`src/rtl/lsdpt_pkg.sv`:
```
`default_nettype none

package lsdpt_pkg;

	localparam int NUM_DEB = 9;

	// debounced flag lanes
	localparam int SW_WALK_DOWN = 4;
	localparam int SW_WALK_UP   = 5;
	localparam int SW_BACK_UP   = 6;
	localparam int SW_BACK_DOWN = 7;
	localparam int SW_WAVE      = 8;

	// signal byte bits
	localparam int SIG_KNEAD_MAX = 0;
	localparam int SIG_KNEAD_MED = 1;
	localparam int SIG_KNEAD_MIN = 2;
	localparam int SIG_SHOULDER  = 4;
	localparam int SIG_BACK_3D   = 5;
	localparam int SIG_FRONT_3D  = 6;

	localparam logic CMD_TICK       = 1'b0;
	localparam logic CMD_BACK_PULSE = 1'b1;

	localparam logic REG_WALK_TOP = 1'b0;
	localparam logic REG_BACK_MAX = 1'b1;

	localparam logic [15:0] BACK_MAX_RESET = 16'd1000;

	localparam logic [1:0] ZONE_MIDDLE = 2'd0;
	localparam logic [1:0] ZONE_BOTTOM = 2'd1;
	localparam logic [1:0] ZONE_TOP    = 2'd2;

	localparam logic [1:0] KNEAD_UNKNOWN = 2'd0;
	localparam logic [1:0] KNEAD_MIN     = 2'd1;
	localparam logic [1:0] KNEAD_MED     = 2'd2;
	localparam logic [1:0] KNEAD_MAX     = 2'd3;

	typedef struct packed {
		logic       cmd;
		logic [7:0] raw_switch_byte;
		logic [6:0] signal_byte;
		logic       walk_pulse_level;
		logic       wave_level;
		logic       walk_going_up;
		logic       back_going_up;
	} item_t;

	typedef struct packed {
		logic [8:0]  walk_position;
		logic [1:0]  walk_zone;
		logic [15:0] back_location;
		logic [1:0]  knead_width;
		logic        shoulder_flag;
		logic        front_switch_3d;
		logic        back_switch_3d;
		logic        ready_res;
		logic [15:0] walk_up_run;
		logic [15:0] walk_down_run;
	} track_res_t;

endpackage

`default_nettype wire

```
`src/rtl/limit_switch_debounce_position_tracker.sv`:
```
`default_nettype none

// channel   direction  signals                                    contents
// s_*       in         s_tvalid s_tready s_tdata[23:0] s_tuser    tick or back pulse item
// m_*       out        m_tvalid m_tready m_tdata[79:0]            one result per item
// cfg_*     in         cfg_valid cfg_ready cfg_addr cfg_data      register writes
//
// one item per clock unless m_tready stalls; items pass the input register, then m_tdata
// the state update and result for an item happen in the cycle it leaves the input register
// a stalled output holds one result while the input register holds one more item
// reset clears all tracking state; back_max_position resets to 1000, walk_top_position to 0
// cfg_ready is always high

module limit_switch_debounce_position_tracker import lsdpt_pkg::*; #(
	parameter int DEBOUNCE_SAMPLES = 2,
	parameter int WALK_RAW_LIMIT   = 2000,
	parameter int READY_TICKS      = 4
) (
	input  wire logic        clk,
	input  wire logic        arst_n,
	input  wire logic        s_tvalid,
	output logic             s_tready,
	// raw_switch_byte[7:0], signal_byte[14:8], walk_pulse_level[15], wave_level[16],
	// walk_going_up[17], back_going_up[18], zero[23:19]
	input  wire logic [23:0] s_tdata,
	// cmd
	input  wire logic        s_tuser,
	output logic             m_tvalid,
	input  wire logic        m_tready,
	// switch_flags[8:0], walk_position[17:9], walk_zone[19:18], back_location[35:20],
	// knead_width[37:36], shoulder_flag[38], front_switch_3d[39], back_switch_3d[40],
	// ready_res[41], walk_up_run[57:42], walk_down_run[73:58], zero[79:74]
	output logic      [79:0] m_tdata,
	input  wire logic        cfg_valid,
	output logic             cfg_ready,
	input  wire logic        cfg_addr,
	input  wire logic [15:0] cfg_data
);

	item_t              item_s1;
	logic               valid_s1;
	logic               adv;
	logic [8:0]         walk_top_q;
	logic [15:0]        back_max_q;
	logic [NUM_DEB-1:0] flags_nxt;
	track_res_t         res;

	assign cfg_ready = 1'b1;

	always_ff @(posedge clk or negedge arst_n) begin
		if (!arst_n) begin
			walk_top_q <= '0;
			back_max_q <= BACK_MAX_RESET;
		end else if (cfg_valid) begin
			case (cfg_addr)
				REG_WALK_TOP: walk_top_q <= cfg_data[8:0];
				REG_BACK_MAX: back_max_q <= cfg_data;
				default: ;
			endcase
		end
	end

	assign adv      = valid_s1 && (!m_tvalid || m_tready);
	assign s_tready = !valid_s1 || adv;

	always_ff @(posedge clk or negedge arst_n) begin
		if (!arst_n)
			valid_s1 <= 1'b0;
		else if (s_tready)
			valid_s1 <= s_tvalid;
	end

	always_ff @(posedge clk) begin
		if (s_tvalid && s_tready) begin
			item_s1.cmd              <= s_tuser;
			item_s1.raw_switch_byte  <= s_tdata[7:0];
			item_s1.signal_byte      <= s_tdata[14:8];
			item_s1.walk_pulse_level <= s_tdata[15];
			item_s1.wave_level       <= s_tdata[16];
			item_s1.walk_going_up    <= s_tdata[17];
			item_s1.back_going_up    <= s_tdata[18];
		end
	end

	logic deb_en;
	assign deb_en = adv && item_s1.cmd == CMD_TICK;

	// switches are active low on the shift register
	lsdpt_debounce #(
		.DEBOUNCE_SAMPLES(DEBOUNCE_SAMPLES)
	) u_deb (
		.clk      (clk),
		.arst_n   (arst_n),
		.en       (deb_en),
		.levels   ({item_s1.wave_level, ~item_s1.raw_switch_byte}),
		.flags_nxt(flags_nxt)
	);

	lsdpt_track #(
		.WALK_RAW_LIMIT(WALK_RAW_LIMIT),
		.READY_TICKS   (READY_TICKS)
	) u_track (
		.clk      (clk),
		.arst_n   (arst_n),
		.en       (adv),
		.item     (item_s1),
		.flags_nxt(flags_nxt),
		.walk_top (walk_top_q),
		.back_max (back_max_q),
		.res      (res)
	);

	always_ff @(posedge clk or negedge arst_n) begin
		if (!arst_n)
			m_tvalid <= 1'b0;
		else if (adv)
			m_tvalid <= 1'b1;
		else if (m_tready)
			m_tvalid <= 1'b0;
	end

	always_ff @(posedge clk) begin
		if (adv)
			m_tdata <= {6'd0, res.walk_down_run, res.walk_up_run, res.ready_res,
				res.back_switch_3d, res.front_switch_3d, res.shoulder_flag,
				res.knead_width, res.back_location, res.walk_zone,
				res.walk_position, flags_nxt};
	end

	a_full_blocks: assert property (@(posedge clk) disable iff (!arst_n)
		valid_s1 && m_tvalid && !m_tready |-> !s_tready)
		else $error("input taken with both stages full");
	a_adv_fills_out: assert property (@(posedge clk) disable iff (!arst_n)
		adv |=> m_tvalid)
		else $error("processed item produced no result");
	a_held_result: assert property (@(posedge clk) disable iff (!arst_n)
		m_tvalid && !m_tready |=> $stable(m_tdata))
		else $error("waiting result overwritten");

endmodule

`default_nettype wire

```
`src/rtl/lsdpt_debounce.sv`:
```
`default_nettype none

module lsdpt_debounce import lsdpt_pkg::*; #(
	parameter int DEBOUNCE_SAMPLES = 2
) (
	input  wire logic               clk,
	input  wire logic               arst_n,
	input  wire logic               en,
	input  wire logic [NUM_DEB-1:0] levels,
	output logic      [NUM_DEB-1:0] flags_nxt
);

	localparam int CW = $clog2(DEBOUNCE_SAMPLES + 1);
	localparam logic [CW:0]   LIM   = (CW + 1)'(DEBOUNCE_SAMPLES);
	localparam logic [CW-1:0] LIM_N = CW'(DEBOUNCE_SAMPLES);

	logic [CW-1:0] hi_q [NUM_DEB];
	logic [CW-1:0] lo_q [NUM_DEB];
	logic [CW-1:0] hi_n [NUM_DEB];
	logic [CW-1:0] lo_n [NUM_DEB];
	logic [CW:0]   hi_inc [NUM_DEB];
	logic [CW:0]   lo_inc [NUM_DEB];
	logic [NUM_DEB-1:0] flag_q;

	always_comb begin
		for (int k = 0; k < NUM_DEB; k++) begin
			hi_inc[k]    = (CW + 1)'(hi_q[k]) + (CW + 1)'(1);
			lo_inc[k]    = (CW + 1)'(lo_q[k]) + (CW + 1)'(1);
			hi_n[k]      = hi_q[k];
			lo_n[k]      = lo_q[k];
			flags_nxt[k] = flag_q[k];
			if (en) begin
				if (levels[k]) begin
					lo_n[k] = '0;
					if (hi_inc[k] >= LIM) begin
						hi_n[k]      = LIM_N;
						flags_nxt[k] = 1'b1;
					end else begin
						hi_n[k] = hi_inc[k][CW-1:0];
					end
				end else begin
					hi_n[k] = '0;
					if (lo_inc[k] >= LIM) begin
						lo_n[k]      = LIM_N;
						flags_nxt[k] = 1'b0;
					end else begin
						lo_n[k] = lo_inc[k][CW-1:0];
					end
				end
			end
		end
	end

	always_ff @(posedge clk or negedge arst_n) begin
		if (!arst_n) begin
			for (int k = 0; k < NUM_DEB; k++) begin
				hi_q[k] <= '0;
				lo_q[k] <= '0;
			end
			flag_q <= '0;
		end else if (en) begin
			for (int k = 0; k < NUM_DEB; k++) begin
				hi_q[k] <= hi_n[k];
				lo_q[k] <= lo_n[k];
			end
			flag_q <= flags_nxt;
		end
	end

	a_flags_hold: assert property (@(posedge clk) disable iff (!arst_n)
		!en |=> $stable(flag_q))
		else $error("debounced flags changed without a sample");

	for (genvar g = 0; g < NUM_DEB; g++) begin : g_chk
		a_one_run: assert property (@(posedge clk) disable iff (!arst_n)
			!(hi_q[g] != '0 && lo_q[g] != '0))
			else $error("high and low runs both active");
		a_flag_rise: assert property (@(posedge clk) disable iff (!arst_n)
			$rose(flag_q[g]) |-> $past(en) && $past(levels[g]))
			else $error("flag set without a high sample");
	end

endmodule

`default_nettype wire

```
`src/rtl/lsdpt_track.sv`:
```
`default_nettype none

module lsdpt_track import lsdpt_pkg::*; #(
	parameter int WALK_RAW_LIMIT = 2000,
	parameter int READY_TICKS    = 4
) (
	input  wire logic               clk,
	input  wire logic               arst_n,
	input  wire logic               en,
	input  wire item_t              item,
	input  wire logic [NUM_DEB-1:0] flags_nxt,
	input  wire logic [8:0]         walk_top,
	input  wire logic [15:0]        back_max,
	output track_res_t              res
);

	localparam int TW = $clog2(READY_TICKS + 1);
	localparam logic [10:0]   RAW_LIMIT = 11'(WALK_RAW_LIMIT);
	localparam logic [TW-1:0] TICKS     = TW'(READY_TICKS);

	logic [10:0]   raw_q, raw_n;
	logic          prev_q, prev_n;
	logic [15:0]   up_q, up_n;
	logic [15:0]   dn_q, dn_n;
	logic [15:0]   bp_q, bp_n;
	logic [1:0]    knead_q, knead_n;
	logic          shoulder_q, shoulder_n;
	logic          front_q, front_n;
	logic          back3d_q, back3d_n;
	logic [TW-1:0] tc_q, tc_n;
	logic          ready_q, ready_n;

	always_comb begin
		raw_n      = raw_q;
		prev_n     = prev_q;
		up_n       = up_q;
		dn_n       = dn_q;
		bp_n       = bp_q;
		knead_n    = knead_q;
		shoulder_n = shoulder_q;
		front_n    = front_q;
		back3d_n   = back3d_q;
		tc_n       = tc_q;
		ready_n    = ready_q;
		if (en) begin
			if (item.cmd == CMD_BACK_PULSE) begin
				// back pulse sees the flags as they stand
				if (!item.back_going_up) begin
					if (bp_q < back_max)
						bp_n = bp_q + 16'd1;
					if (flags_nxt[SW_BACK_DOWN])
						bp_n = back_max;
				end else begin
					if (bp_q != 16'd0)
						bp_n = bp_q - 16'd1;
					if (flags_nxt[SW_BACK_UP])
						bp_n = '0;
				end
			end else begin
				if (tc_q < TICKS)
					tc_n = tc_q + TW'(1);
				if (tc_n >= TICKS)
					ready_n = 1'b1;
				if (item.signal_byte[SIG_KNEAD_MAX])
					knead_n = KNEAD_MAX;
				else if (item.signal_byte[SIG_KNEAD_MED])
					knead_n = KNEAD_MED;
				else if (item.signal_byte[SIG_KNEAD_MIN])
					knead_n = KNEAD_MIN;
				shoulder_n = item.signal_byte[SIG_SHOULDER];
				front_n    = item.signal_byte[SIG_FRONT_3D];
				back3d_n   = item.signal_byte[SIG_BACK_3D];
				// walk limits use the flags just updated by this tick
				if (item.walk_pulse_level != prev_q) begin
					if (!item.walk_going_up) begin
						up_n = '0;
						dn_n = dn_q + 16'd1;
						if (raw_q != 11'd0)
							raw_n = raw_q - 11'd1;
						if (flags_nxt[SW_WALK_DOWN])
							raw_n = '0;
					end else begin
						up_n = up_q + 16'd1;
						dn_n = '0;
						if (raw_q < RAW_LIMIT)
							raw_n = raw_q + 11'd1;
						if (flags_nxt[SW_WALK_UP])
							raw_n = {walk_top, 2'b00};
					end
				end
				prev_n = item.walk_pulse_level;
			end
		end
	end

	always_ff @(posedge clk or negedge arst_n) begin
		if (!arst_n) begin
			raw_q      <= '0;
			prev_q     <= 1'b0;
			up_q       <= '0;
			dn_q       <= '0;
			bp_q       <= '0;
			knead_q    <= KNEAD_UNKNOWN;
			shoulder_q <= 1'b0;
			front_q    <= 1'b0;
			back3d_q   <= 1'b0;
			tc_q       <= '0;
			ready_q    <= 1'b0;
		end else begin
			raw_q      <= raw_n;
			prev_q     <= prev_n;
			up_q       <= up_n;
			dn_q       <= dn_n;
			bp_q       <= bp_n;
			knead_q    <= knead_n;
			shoulder_q <= shoulder_n;
			front_q    <= front_n;
			back3d_q   <= back3d_n;
			tc_q       <= tc_n;
			ready_q    <= ready_n;
		end
	end

	always_comb begin
		res.walk_position   = raw_n[10:2];
		if (flags_nxt[SW_WALK_DOWN])
			res.walk_zone = ZONE_BOTTOM;
		else if (flags_nxt[SW_WALK_UP])
			res.walk_zone = ZONE_TOP;
		else
			res.walk_zone = ZONE_MIDDLE;
		res.back_location   = bp_n;
		res.knead_width     = knead_n;
		res.shoulder_flag   = shoulder_n;
		res.front_switch_3d = front_n;
		res.back_switch_3d  = back3d_n;
		res.ready_res       = ready_n;
		res.walk_up_run     = up_n;
		res.walk_down_run   = dn_n;
	end

	a_back_keeps_walk: assert property (@(posedge clk) disable iff (!arst_n)
		en && item.cmd == CMD_BACK_PULSE |=> $stable(raw_q) && $stable(up_q) && $stable(dn_q))
		else $error("back pulse disturbed walk state");
	a_tick_keeps_back: assert property (@(posedge clk) disable iff (!arst_n)
		en && item.cmd == CMD_TICK |=> $stable(bp_q))
		else $error("tick disturbed back position");
	a_ready_sticks: assert property (@(posedge clk) disable iff (!arst_n)
		ready_q |=> ready_q)
		else $error("ready flag dropped");
	a_runs_exclusive: assert property (@(posedge clk) disable iff (!arst_n)
		!(up_q != 16'd0 && dn_q != 16'd0))
		else $error("up and down runs both nonzero");

endmodule

`default_nettype wire

```
`config.mk`:
```
export PLATFORM = sky130hd
export DESIGN_NAME = limit_switch_debounce_position_tracker
export DESIGN_NICKNAME = d
export VERILOG_FILES = /design/src/rtl/lsdpt_pkg.sv /design/src/rtl/limit_switch_debounce_position_tracker.sv /design/src/rtl/lsdpt_debounce.sv /design/src/rtl/lsdpt_track.sv
export SDC_FILE = /design/constraint.sdc
export NUM_CORES = 1
export LEC_CHECK = 0
export BUFFER_PORTS_ARGS = -buffer_cell sky130_fd_sc_hd__buf_4
export CAP_MARGIN = 20
export CORE_ASPECT_RATIO = 0.7
export CORE_MARGIN = 2
export CORE_UTILIZATION = 30
export CTS_CLUSTER_SIZE = 8
export DETAILED_ROUTE_END_ITERATION = 12
export PLACE_DENSITY = 0.49
export SLEW_MARGIN = 20
export SYNTH_ARGS = -nofsm -noshare
export SYNTH_HDL_FRONTEND = slang
export SYNTH_HIERARCHICAL = 1
export SYNTH_SLANG_ARGS = --single-unit
```
`constraint.sdc`:
```
create_clock -name clk -period 9.25 [get_ports clk]
set_input_delay 1.85 -clock clk [delete_from_list [all_inputs] [get_ports clk]]
set_output_delay 1.85 -clock clk [all_outputs]
set_load 0.005 [all_outputs]
```
==> summary.txt <==
Global route
  • First-pass GRT wire length: 44.6 mm
  • GRT Overall Usage: 14.8%
  • Largest net degree at the start of global routing: 84
  • Vias in the first global route: 7794
  • Total global routing overflow: 0
  • Initial antenna violation count: 0

CTS
  • CTS buffer count: 35
  • Clk slew on worst S/H paths: 50 ps
  • Post-cts sizing count: 0
  • Setup bufs post-CTS: 0
  • Clock Tree Root: clkbuf_16
  • TritonCTS clock tree: built
  • Htree depth: 2
  • Cts hold-fix bufs: 0
  • Latest clock arrival within the worst-skew pair: 520 ps
  • Clock tree buffer depth: 3
  • Clock sinks: 234

Layout
  • Layout cell share with drive strength beyond 1: 19.2%
  • Most common cell after layout, fill and taps aside: dfrtp_1
  • Final #Nets: 1202
  • Fill count: 3689
  • Most frequent cells in the layout: dfrtp_1 (135), buf_4 (124), nand2_1 (98)
  • Area growth from synthesis to layout: 20.5%
  • Ant diodes: 0
  • Core Util, Final: 36.4%

Route
  • Routed WL per cell: 17.2 um
  • Final wirelength: 28.4 mm
  • DRT Pass-1 Iters: 4
  • Antenna Nets Post-Route: 0
  • Vias per cell: 4.94
  • First DRT Iteration DRCs: 644
  • Drt drc: 0
  • Vias: 8133

Worst setup path
  • R2r setup slk: 5060 ps
  • CP arrival: 5360 ps
  • Crit end category: flop
  • Type of the worst setup path: in -> reg
  • Worst-path fanout max: 64
  • Critical path startpoint category: input port
  • Crit path required time: 9520 ps

STA
  • Fin. Hold Viols: 0
  • Fmax: 197 MHz
  • Tcrit/Tclk final: 55.0%
  • Final setup TNS: 0 ps
  • Worst-Margin Slew: 1100 ps
  • Slew HR: 25.9%
  • Final Max Slew Viols: 0
  • RSZ-0062 raised after global routing: no
  • Final Critical Period: 5080 ps
  • Clock Skews: 17.8 ps
  • Endpoints failing setup: 0

Synthesis
  • Synth Area per Inst: 10.9 sq um
  • Warnings, synthesis: 6
  • Mapped cell area: 11100 sq um
  • Gate Count Post-Synth: 1025

Placement
  • Routability Congestion: 0.867
  • Port bufs: 116
  • DP Wirelength: 18.8 mm

Flow run
  • Max-cap viol count: 0

Floorplan
  • FP Rows: 59
  • IO Count: 130
  • Die width: 234 um
  • Initial Utilization: 30.2%
  • Core box area: 36800 sq um
  • Die Area: 38700 sq um
  • Die Y: 165 um

Pwr
  • VDD IR max: 0.103 mV
  • Total chip power: 3.78 mW
  • Leakage: 5.56 nW
  • Pwr Density: 281 nW/um^2

Status
  • Status: finished, final reports clean

Hold path
  • Worst hold path type: reg -> reg
## path summary, 6_finish.rpt
check | from | end | cells past startpoint
max in group asynchronous | arst_n | u_track/raw_q[4] | 2
min in group asynchronous | arst_n | u_track/dn_q[4] | 1
max | m_tready | m_tdata[25] | 12
min | item_s1[9] | u_track/back3d_q | 2
min reg2reg | item_s1[9] | u_track/back3d_q | 2
max reg2reg | item_s1[19] | m_tdata[25] | 10
## where the power goes
part / leakage, nW / internal, mW / total [mW] / switching [mW]
registers: 2.63 / 1.37 / 1.64 / 0.269
clock network: 0.489 / 0.728 / 1.19 / 0.466
logic: 2.44 / 0.401 / 0.943 / 0.542
total: 5.56 / 2.50 / 3.78 / 1.28
## routing by layer
layer	vias to the layer above	wire length, um	global-route usage [%]
met2	211	11600	20.6
met1	3936	14700	22.7
met3	36	1600	3.38
met5	-	0	0
met4	0	453	3.97
li1	3950	-	-
## worst max-delay path, cell delays in order
cell and delay [ps]:
buf_4 80, nand2b_1 120, nor3b_2 160, buf_4 510, inv_2 430, o31ai_4 320, nand2_1 130, nand2b_1 450
nor2_1 350, or4b_2 610, and3_1 180, o21ai_0 150
## per-stage QoR
step,std cells,worst slack (ps),hold WS (ps),area [sq um]
CTS,1647,4190,467,13400
global placement,1583,3700,444,12400
floorplan,1030,3810,435,11200
detailed placement,1583,3660,449,12400
finish,1647,4170,463,13400
global route,1647,3890,492,13400
## registers in the layout (all words and copies together), names as in the netlist
register / cells
u_track/back3d_q: 1
u_deb/hi_q: 18
u_track/bp_q: 16
u_track/shoulder_q: 1
u_track/up_q: 16
valid_s1: 1
u_track/raw_q: 11
item_s1: 19
u_deb/flag_q: 9
u_deb/lo_q: 18
m_tdata: 74
u_track/dn_q: 16
u_track/knead_q: 2
walk_top_q: 9
u_track/front_q: 1
u_track/tc_q: 3
m_tvalid: 1
back_max_q: 16
u_track/prev_q: 1
u_track/ready_q: 1
## area by class of cell
class | count | area, sq um | share of cell area, %
timing repair buffer | 125 | 942 | 7.02
clock inverter | 3 | 33.8 | 0.252
tap | 488 | 611 | 4.55
multi-input combinational | 678 | 4290 | 32.0
sequential | 234 | 6330 | 47.2
clock buffer | 61 | 995 | 7.41
inverter | 58 | 218 | 1.62
Power figures use the tool's default switching activity.
